==> src/hdl/pipt_pkg.sv <==
// types, codes and the quarter-wave sine table for the park / inverse park block
// no dependencies; imported by every module of the block

package pipt_pkg;

  localparam int unsigned DataWidth = 16;
  localparam int unsigned RomDepth  = 256;
  localparam int unsigned RomWidth  = 15;

  // pi in unsigned q60
  localparam logic [63:0] PiQ60 = 64'h3243F6A8885A308D;

  typedef enum logic {
    KIND_FWD = 1'b0,
    KIND_INV = 1'b1
  } pipt_kind_e;

  typedef struct packed {
    pipt_kind_e                   kind;
    logic signed [DataWidth-1:0] first_in;
    logic signed [DataWidth-1:0] second_in;
    logic signed [DataWidth-1:0] angle;
  } pipt_in_t;

  typedef struct packed {
    logic signed [DataWidth-1:0] first_out;
    logic signed [DataWidth-1:0] second_out;
  } pipt_out_t;

  typedef logic [RomDepth-1:0][RomWidth-1:0] pipt_rom_t;

  // sin(i*pi/512) in q15, taylor series in q62, round half up, limited to 32767
  function automatic pipt_rom_t build_sin_rom();
    pipt_rom_t    rom;
    logic [63:0]  step;
    logic [63:0]  x;
    logic [63:0]  x2;
    logic [63:0]  term;
    logic [63:0]  sum;
    logic [63:0]  v;
    logic [127:0] prod;
    int           i;
    int           k;
    step = PiQ60 >> 7;
    for (i = 0; i < int'(RomDepth); i++) begin
      x    = step * 64'(i);
      prod = {64'd0, x} * {64'd0, x};
      x2   = prod[125:62];
      term = x;
      sum  = x;
      for (k = 1; k <= 14; k++) begin
        prod = {64'd0, term} * {64'd0, x2};
        term = prod[125:62] / 64'((2 * k) * (2 * k + 1));
        if (k[0]) begin
          sum = sum - term;
        end else begin
          sum = sum + term;
        end
      end
      v = (sum + (64'd1 << 46)) >> 47;
      if (v > 64'd32767) begin
        v = 64'd32767;
      end
      rom[i] = v[RomWidth-1:0];
    end
    return rom;
  endfunction

  localparam pipt_rom_t SinRom = build_sin_rom();

endpackage

==> src/hdl/pipt_sincos.sv <==
// sine and cosine of a q1.15 angle from the quarter-wave table
// depends on pipt_pkg

module pipt_sincos (
  input  logic signed [pipt_pkg::DataWidth-1:0] angle_i,
  output logic signed [pipt_pkg::DataWidth-1:0] sin_o,
  output logic signed [pipt_pkg::DataWidth-1:0] cos_o
);
  import pipt_pkg::*;

  // quadrant codes after the half-turn offset
  localparam logic [1:0] QuadNegHigh = 2'd0;  // -180 .. -90
  localparam logic [1:0] QuadNegLow  = 2'd1;  // -90 .. 0
  localparam logic [1:0] QuadPosLow  = 2'd2;  // 0 .. 90
  localparam logic [1:0] QuadPosHigh = 2'd3;  // 90 .. 180

  logic [1:0]                  quad;
  logic [7:0]                  low;
  logic [7:0]                  mir;
  logic signed [DataWidth-1:0] rom_low;
  logic signed [DataWidth-1:0] rom_mir;

  // adding a half turn flips the sign bit; the index is the top ten bits
  assign quad = {~angle_i[DataWidth-1], angle_i[DataWidth-2]};
  assign low  = angle_i[DataWidth-3:DataWidth-10];
  assign mir  = ~low;

  assign rom_low = $signed({1'b0, SinRom[low]});
  assign rom_mir = $signed({1'b0, SinRom[mir]});

  always_comb begin
    unique case (quad)
      QuadPosLow: begin
        sin_o = rom_low;
        cos_o = rom_mir;
      end
      QuadPosHigh: begin
        sin_o = rom_mir;
        cos_o = -rom_low;
      end
      QuadNegHigh: begin
        sin_o = -rom_low;
        cos_o = -rom_mir;
      end
      QuadNegLow: begin
        sin_o = -rom_mir;
        cos_o = rom_low;
      end
    endcase
  end

endmodule

==> src/hdl/pipt_rotate.sv <==
// rotation of a vector pair by sine and cosine, forward with saturation,
// inverse with wrap; depends on pipt_pkg

module pipt_rotate (
  input  pipt_pkg::pipt_kind_e                 kind_i,
  input  logic signed [pipt_pkg::DataWidth-1:0] a_i,
  input  logic signed [pipt_pkg::DataWidth-1:0] b_i,
  input  logic signed [pipt_pkg::DataWidth-1:0] sin_i,
  input  logic signed [pipt_pkg::DataWidth-1:0] cos_i,
  output pipt_pkg::pipt_out_t                  res_o
);
  import pipt_pkg::*;

  localparam int unsigned ProdWidth  = 2 * DataWidth;
  localparam int unsigned SumWidth   = ProdWidth + 1;
  localparam int unsigned ShiftWidth = SumWidth - (DataWidth - 1);

  localparam logic signed [ShiftWidth-1:0] SatPos = ShiftWidth'(32767);
  localparam logic signed [ShiftWidth-1:0] SatNeg = -ShiftWidth'(32767);

  logic signed [ProdWidth-1:0]  p_ac;
  logic signed [ProdWidth-1:0]  p_bs;
  logic signed [ProdWidth-1:0]  p_bc;
  logic signed [ProdWidth-1:0]  p_as;
  logic signed [SumWidth-1:0]   sum0;
  logic signed [SumWidth-1:0]   sum1;
  logic signed [ShiftWidth-1:0] sh0;
  logic signed [ShiftWidth-1:0] sh1;

  function automatic logic signed [DataWidth-1:0] sat_fwd(
    input logic signed [ShiftWidth-1:0] v
  );
    logic signed [ShiftWidth-1:0] r;
    r = v;
    if (v > SatPos) begin
      r = SatPos;
    end else if (v < SatNeg) begin
      r = SatNeg;
    end
    return r[DataWidth-1:0];
  endfunction

  assign p_ac = a_i * cos_i;
  assign p_bs = b_i * sin_i;
  assign p_bc = b_i * cos_i;
  assign p_as = a_i * sin_i;

  always_comb begin
    case (kind_i)
      KIND_FWD: begin
        sum0 = SumWidth'(p_ac) + SumWidth'(p_bs);
        sum1 = SumWidth'(p_bc) - SumWidth'(p_as);
      end
      default: begin
        sum0 = SumWidth'(p_ac) - SumWidth'(p_bs);
        sum1 = SumWidth'(p_as) + SumWidth'(p_bc);
      end
    endcase
  end

  // floor shift by 15 is the top bits of the sum
  assign sh0 = sum0[SumWidth-1:DataWidth-1];
  assign sh1 = sum1[SumWidth-1:DataWidth-1];

  always_comb begin
    if (kind_i == KIND_FWD) begin
      res_o.first_out  = sat_fwd(sh0);
      res_o.second_out = sat_fwd(sh1);
    end else begin
      res_o.first_out  = sh0[DataWidth-1:0];
      res_o.second_out = sh1[DataWidth-1:0];
    end
  end

endmodule

==> src/hdl/park_inverse_park_transform_top.sv <==
// Park / inverse Park rotation in Q1.15. One result per item; a new item is taken
// every cycle unless the result side stalls. One input register, then table
// lookup, four 16x16 multiplies, add and (forward only) saturate into the result
// register; inverse items wrap. Sustained rate is one item per clock unless the
// result side stalls, set by the single pass through that multiply-add path.
// Back-pressure on the result side holds the result register and, once it is
// full, the input register; no state outlives an item, no clearing pass.
// depends on pipt_pkg, pipt_sincos, pipt_rotate

module park_inverse_park_transform_top (
  input  logic                clk_i,
  input  logic                rst_ni,
  input  logic                in_valid_i,
  output logic                in_ready_o,
  input  pipt_pkg::pipt_in_t  in_data_i,
  output logic                out_valid_o,
  input  logic                out_ready_i,
  output pipt_pkg::pipt_out_t out_data_o
);
  import pipt_pkg::*;

  logic                        s1_valid_q;
  logic                        s1_valid_d;
  pipt_in_t                    s1_q;
  logic                        out_valid_q;
  logic                        out_valid_d;
  pipt_out_t                   out_q;
  pipt_kind_e                  out_kind_q;
  logic                        advance;
  logic                        in_xfer;
  logic signed [DataWidth-1:0] sin_v;
  logic signed [DataWidth-1:0] cos_v;
  pipt_out_t                   res;

  // result register free or being emptied this cycle
  assign advance    = !out_valid_q || out_ready_i;
  assign in_ready_o = !s1_valid_q || advance;
  assign in_xfer    = in_valid_i && in_ready_o;

  assign s1_valid_d  = in_xfer ? 1'b1 : (advance ? 1'b0 : s1_valid_q);
  assign out_valid_d = advance ? s1_valid_q : out_valid_q;

  always_ff @(posedge clk_i or negedge rst_ni) begin
    if (!rst_ni) begin
      s1_valid_q  <= 1'b0;
      out_valid_q <= 1'b0;
    end else begin
      s1_valid_q  <= s1_valid_d;
      out_valid_q <= out_valid_d;
    end
  end

  always_ff @(posedge clk_i) begin
    if (in_xfer) begin
      s1_q <= in_data_i;
    end
    if (advance && s1_valid_q) begin
      out_q      <= res;
      out_kind_q <= s1_q.kind;
    end
  end

  pipt_sincos u_sincos (
    .angle_i (s1_q.angle),
    .sin_o   (sin_v),
    .cos_o   (cos_v)
  );

  pipt_rotate u_rotate (
    .kind_i (s1_q.kind),
    .a_i    (s1_q.first_in),
    .b_i    (s1_q.second_in),
    .sin_i  (sin_v),
    .cos_i  (cos_v),
    .res_o  (res)
  );

  assign out_valid_o = out_valid_q;
  assign out_data_o  = out_q;

  // a held item stays put while the result side stalls
  a_s1_hold: assert property (@(posedge clk_i) disable iff (!rst_ni)
    s1_valid_q && !advance |=> s1_valid_q && $stable(s1_q))
    else $error("stage one item changed while stalled");

  // input transfer into a full stage only when that stage moves on
  a_no_overwrite: assert property (@(posedge clk_i) disable iff (!rst_ni)
    in_xfer && s1_valid_q |-> advance)
    else $error("stage one overwritten");

  // forward results never show the most negative code
  a_fwd_range: assert property (@(posedge clk_i) disable iff (!rst_ni)
    out_valid_q && out_kind_q == KIND_FWD |->
      out_q.first_out != -16'sd32768 && out_q.second_out != -16'sd32768)
    else $error("forward result out of range");

endmodule

==> config.mk <==
export PLATFORM = sky130hd
export DESIGN_NAME = park_inverse_park_transform_top
export DESIGN_NICKNAME = d
export VERILOG_FILES = /design/src/hdl/pipt_pkg.sv /design/src/hdl/pipt_sincos.sv /design/src/hdl/pipt_rotate.sv /design/src/hdl/park_inverse_park_transform_top.sv
export SDC_FILE = /design/constraint.sdc
export NUM_CORES = 2
export LEC_CHECK = 0
export ABC_AREA = 1
export BUFFER_PORTS_ARGS = -buffer_cell sky130_fd_sc_hd__buf_4
export CORE_MARGIN = 10
export CORE_UTILIZATION = 50
export DETAILED_ROUTE_END_ITERATION = 12
export PLACE_DENSITY = 0.62
export SYNTH_ARGS = -nofsm -noshare
export SYNTH_HDL_FRONTEND = slang
export SYNTH_SLANG_ARGS = --single-unit
==> constraint.sdc <==
create_clock -name clk_i -period 14.8 [get_ports clk_i]
set_clock_uncertainty 0.15 [all_clocks]
set_input_delay 2.22 -clock clk_i [delete_from_list [all_inputs] [get_ports clk_i]]
set_output_delay 2.22 -clock clk_i [all_outputs]
set_load 0.1 [all_outputs]
Word level (Yosys, flattened, before mapping)

Memories as Yosys holds them, arrays and structs flattened. A register that Yosys moved wholly into a read port is not among the register bits.
Index checks and enable logic that the tools add are counted.
W data, S select, Z words.

Register bits after elaboration: 83
Bits in read-only memories: 7,680
Input bits: 53
Output and inout bits: 34
Word-level logic and storage cells: 53
Memories kept: 2

Memory list:

| memory          | words | width | rd ports | clocked after Yosys merged registers in | write ports | RTL line          | text |
|---|---|---|---|---|---|---|---|
| (no name shown) | 256   | 15    | 1        | 1                                       | 0           | pipt_sincos.sv:28 | `assign rom_low = $signed({1'b0, SinRom[low]});` |
| (no name shown) | 256   | 15    | 1        | 0                                       | 0           | pipt_sincos.sv:29 | `assign rom_mir = $signed({1'b0, SinRom[mir]});` |

Add/subtract/negate cells: 6
Multiply operators: 4
$lt $le $gt $ge: 6
Equality and inequality tests: 3
Muxes and demuxes: 14
Bitwise gates (word level): 2
Reduce and logical (&&, ||, !) cells: 8

Operators by type and width:

| kind                   | number |
|---|---|
| $mul A16 B16 Y32       | 4 |
| $pmux W16 S4           | 2 |
| $add A32 B32 Y33       | 2 |
| $mux W33               | 2 |
| $sub A32 B32 Y33       | 2 |
| $mux W16               | 4 |
| $gt A18 B16 Y1 const B | 2 |
| $lt A18 B16 Y1 const B | 2 |
| $mux W32               | 1 |
| $neg A15 Y16           | 2 |
| $mux W15               | 2 |
| $lt A8 B9 Y1 const B   | 2 |
| $mux W8                | 1 |
| $not A8 Y8             | 1 |
| $eq A2 B2 Y1 const B   | 2 |
| $eq A2 B1 Y1 const B   | 1 |
| $logic_and A1 B1 Y1    | 2 |
| $logic_not A1 Y1       | 2 |
| $logic_not A2 Y1       | 1 |
| $logic_or A1 B1 Y1     | 2 |
| $mux W1                | 2 |
| $reduce_bool A2 Y1     | 1 |
| $not A1 Y1             | 1 |

Depth between registers and ports, before layout

Depth in word-level cells: 12
Depth in mapped cells: 73

Hierarchy

From an unflattened synthesis, not the netlist that was laid out.

Cells, all modules: 8,312
Area total of the unflattened synthesis: 57,518.9 µm²

Modules (own cells, without submodules):

| module                          | instances | cells an instance | area an instance (µm²) | seq. area each (µm²) |
|---|---|---|---|---|
| pipt_rotate                     | 1         | 6,334             | 46,489.6               | 0.0 |
| pipt_sincos                     | 1         | 1,885             | 8,501.9                | 0.0 |
| park_inverse_park_transform_top | 1         | 93                | 2,527.4                | 2,482.4 |

Least setup slack after synthesis

No wires, ideal clock.

Path type: reg2reg
Start point: reg s1_q[7] (netlist bit)
End point: reg out_q, in the netlist out_data_o[10], data pin
Library setup time: 252 ps
Arrival time: 10,395 ps
Data required time: 14,398 ps
Setup slack: 4,002 ps
Cell stages (with the launch flop): 58
Buffers on the path: 4
Clock period less this slack: 10,798 ps
Path through: edfxtp_1 > buf_2 > inv_1 > ha_1 > clkbuf_2 > nand2_1 > nand2_1 > o21ai_0 > nor2_1 > o311ai_0 > nand3_1 > nand2_1 > inv_1 > ha_1 > nand2_1 > xor2_1 > nand2_1 > o2111ai_1 > (+22 left out) > a21boi_0 > o21ai_0 > a31oi_1 > xor2_1 > ha_1 > a21oi_1 > o21ai_0 > a221oi_1 > nand3_1 > nand2_1 > nand3_1 > nor2_1 > nand3_1 > nand2_1 > nand2_2 > buf_4 > nand2_1 > nand2_1

RTL lines:

| item                     | RTL line                              | text |
|---|---|---|
| start: declaration       | park_inverse_park_transform_top.sv:24 | `pipt_in_t s1_q;` |
| start signal: assignment | park_inverse_park_transform_top.sv:55 | `s1_q <= in_data_i;` |
| end signal: assignment   | park_inverse_park_transform_top.sv:58 | `out_q <= res;` |
| end: declaration         | park_inverse_park_transform_top.sv:27 | `pipt_out_t out_q;` |

==> key figures <==
Global route
  – Vias in the first global route: 52,400
  – Pin count of the biggest net entering global routing: 64
  – Initial antenna violation count: 8
  – First-pass GRT wire length: 313,000 um
  – GRT Util Overall: 32.4%
  – Overflow after GRT: 0

Timing
  – Final worst path period need: 13.75 ns
  – Final setup TNS: 0 ns
  – Hold slack final: 0.377 ns
  – Final setup viols: 0
  – Post-route clock period utilization: 92.9%
  – RSZ-0062 raised after global routing: no
  – Final hold vios: 0
  – Fmax: 0.0727 GHz
  – Worst slew pin tran: 1.17 ns
  – Final slew viol count: 0
  – Max transition margin: 22.0%

Floorplanning
  – Die W: 352 um
  – DIE HEIGHT: 352 um
  – Die Area: 0.124 mm2
  – # IOs: 87
  – FP Rows: 121
  – Core ar.: 0.109 mm2
  – Initial Util: 50.5%

Routing
  – Met2 wire length: 89,100 um
  – Total wire length: 202,000 um
  – DR pass1 iterations: 8
  – Detail Route Antenna Nets: 0
  – Routed vias: 50,400
  – WL met3: 21,700 um
  – Via density per instance: 5.67
  – DR top layer: met5
  – Initial DRC count: 5,138
  – Met1 WL: 80,900 um
  – Wire per inst: 22.7 um
  – Drt drc: 0

Clock network
  – CTS-repair resized insts: 0
  – Clock transition at path regs: 0.10 ns
  – Clock sinks: 92
  – CTS tree: yes
  – Clock Latency Late Sink: 0.44 ns
  – Longest Clk Path Bufs: 2
  – Root buffer cell: clkbuf_16
  – Total CTS buffers: 9
  – CTS H-tree lvls: 3
  – Hold-fix buffers, CTS: 0
  – Post-CTS Setup Bufs: 0

Yosys
  – Seq/Total Area, Yosys: 4.72%
  – Largest cells by area after synthesis: fa_1 (38%), inv_1 (10%), ha_1 (9.8%), nand2_1 (9.3%), nor2_1 (6.5%)
  – Post-synth ARST share: 2.17%
  – Synth Net Count: 8,949
  – Mapped Area: 0.0551 mm2
  – Ys flop type: edfxtp_1
  – Total number of yosys warnings: 0
  – Avg Cell Area, Syn: 7.43 um2
  – Share of Yosys cell area claimed by the top area cell type: 38.1%
  – Cells after Synth: 7,418
  – Most instantiated library cell after synthesis: inv_1
  – Synth area leader: fa_1
  – Register bit total from synthesis: 92
  – Commonest cells in the synthesized netlist: inv_1 (1,539), nand2_1 (1,373), fa_1 (1,048)
  – Netlist cell types: 67
  – EDFF count, synth: 75

Placement
  – IO buf count: 80
  – Detailed Place HPWL: 163,000 um
  – Routability-driven placement congestion ratio: 1.00
  – Cell Area, Placed: 0.0577 mm2

Run
  – Max Cap Viol: 0

Setup path
  – Critical Path Start Type: flip-flop
  – Reg2reg path depth: 55
  – Slowest library cell on the worst path: nor2_1
  – Worst endpoint required time: 14.82 ns
  – CP Max Fanout: 19
  – Crit path capture type: flip-flop
  – Most used cell, CP: nand2_1
  – CP peak stage delay: 1.01 ns
  – Reg2reg setup slack: 1.05 ns
  – CP Class: flip-flop to flip-flop
  – Crit path DAT: 13.77 ns

Cells and area
  – Share of cells above drive strength 1: 5.12%
  – Synth-to-Final Area Change: 5.29%
  – FILL cells: 11,000
  – Final instance area: 0.0580 mm2
  – # nets final: 8,941

Hold path
  – Hold path cells: 2
  – Hold crit path type: flip-flop to flip-flop

Status
  – Status: completed
[state kept, by name, indices dropped and copies added, names as in the netlist]
signal,cells
u_sincos.rom_low,15
s1_q,43
out_data_o,32
out_valid_o,1
s1_valid_q,1
[placed cells by master (no fill, tap or decap), types with 42 or more instances in the layout]
cell         n
o211ai_1    42
nand2_1   1373
ha_1       430
nor2_1     954
o21ai_0    285
a21oi_1    331
nor3_1      65
nand3_1    292
fa_1      1048
xnor2_1     87
xor2_1     147
inv_1     1538
buf_4      267
nand4_1     44
edfxtp_1    75
[cell type report]
class                      count  area, um2  share of cell area, %
inverter                    1586       5960                   10.3
clock buffer                  10        250                  0.431
tap                         1476       1850                   3.18
antenna                        1       2.50                0.00431
sequential                    92       2600                   4.48
timing repair buffer         269       2040                   3.52
multi-input combinational   5452      45300                   78.0
clock inverter                 6       57.6                 0.0992
[cells by family (layout without fill, tap and decap cells)]
kind of cell	Yosys count	in the layout	synth area share, %
simple gates	2817	2817	20.7
buf+inv	1874	1871	13.3
fa+ha+maj	1478	1478	47.8
compound gates	923	923	9.74
xor+xnor	234	234	3.72
flops	92	92	4.72
other cells	0	1	0
[final timing paths]
path                            startpoint             to
min in group asynchronous           rst_ni     s1_valid_q
worst min register to register  s1_valid_q    out_valid_o
worst max-delay path               s1_q[9]  out_data_o[4]
worst min-delay path            s1_valid_q    out_valid_o
max in group asynchronous           rst_ni    out_valid_o
worst max register to register     s1_q[9]  out_data_o[4]
[per-stage QoR]
step	utilization (%)	worst slack, ns	cells
floorplan	-	4.00	7418
global placement	52.9	1.69	8875
detailed placement	52.9	1.56	8875
CTS	53.2	1.42	8891
global route	53.2	0.244	8891
finish	53.2	1.05	8892
[routing by layer]
layer	GRT usage, %	up-vias
met5	0	-
li1	-	22700
met3	9.01	528
met4	14.0	10
met2	50.7	2521
met1	41.8	24700
[worst max-delay path: cells and delay by family (launching register included)]
kind | cells | cell delay, ns
XOR/XNOR | 2 | 0.38
adder cells (fa/ha/maj) | 8 | 3.30
AO/OA/AOI/OAI | 15 | 3.63
flip-flops | 1 | 0.72
buffers and inverters | 8 | 1.60
AND/OR/NAND/NOR | 22 | 3.63
Power is left out: the tool's default activity adds up to more than one toggle a clock period on the data nets, which glitch-free logic cannot reach.
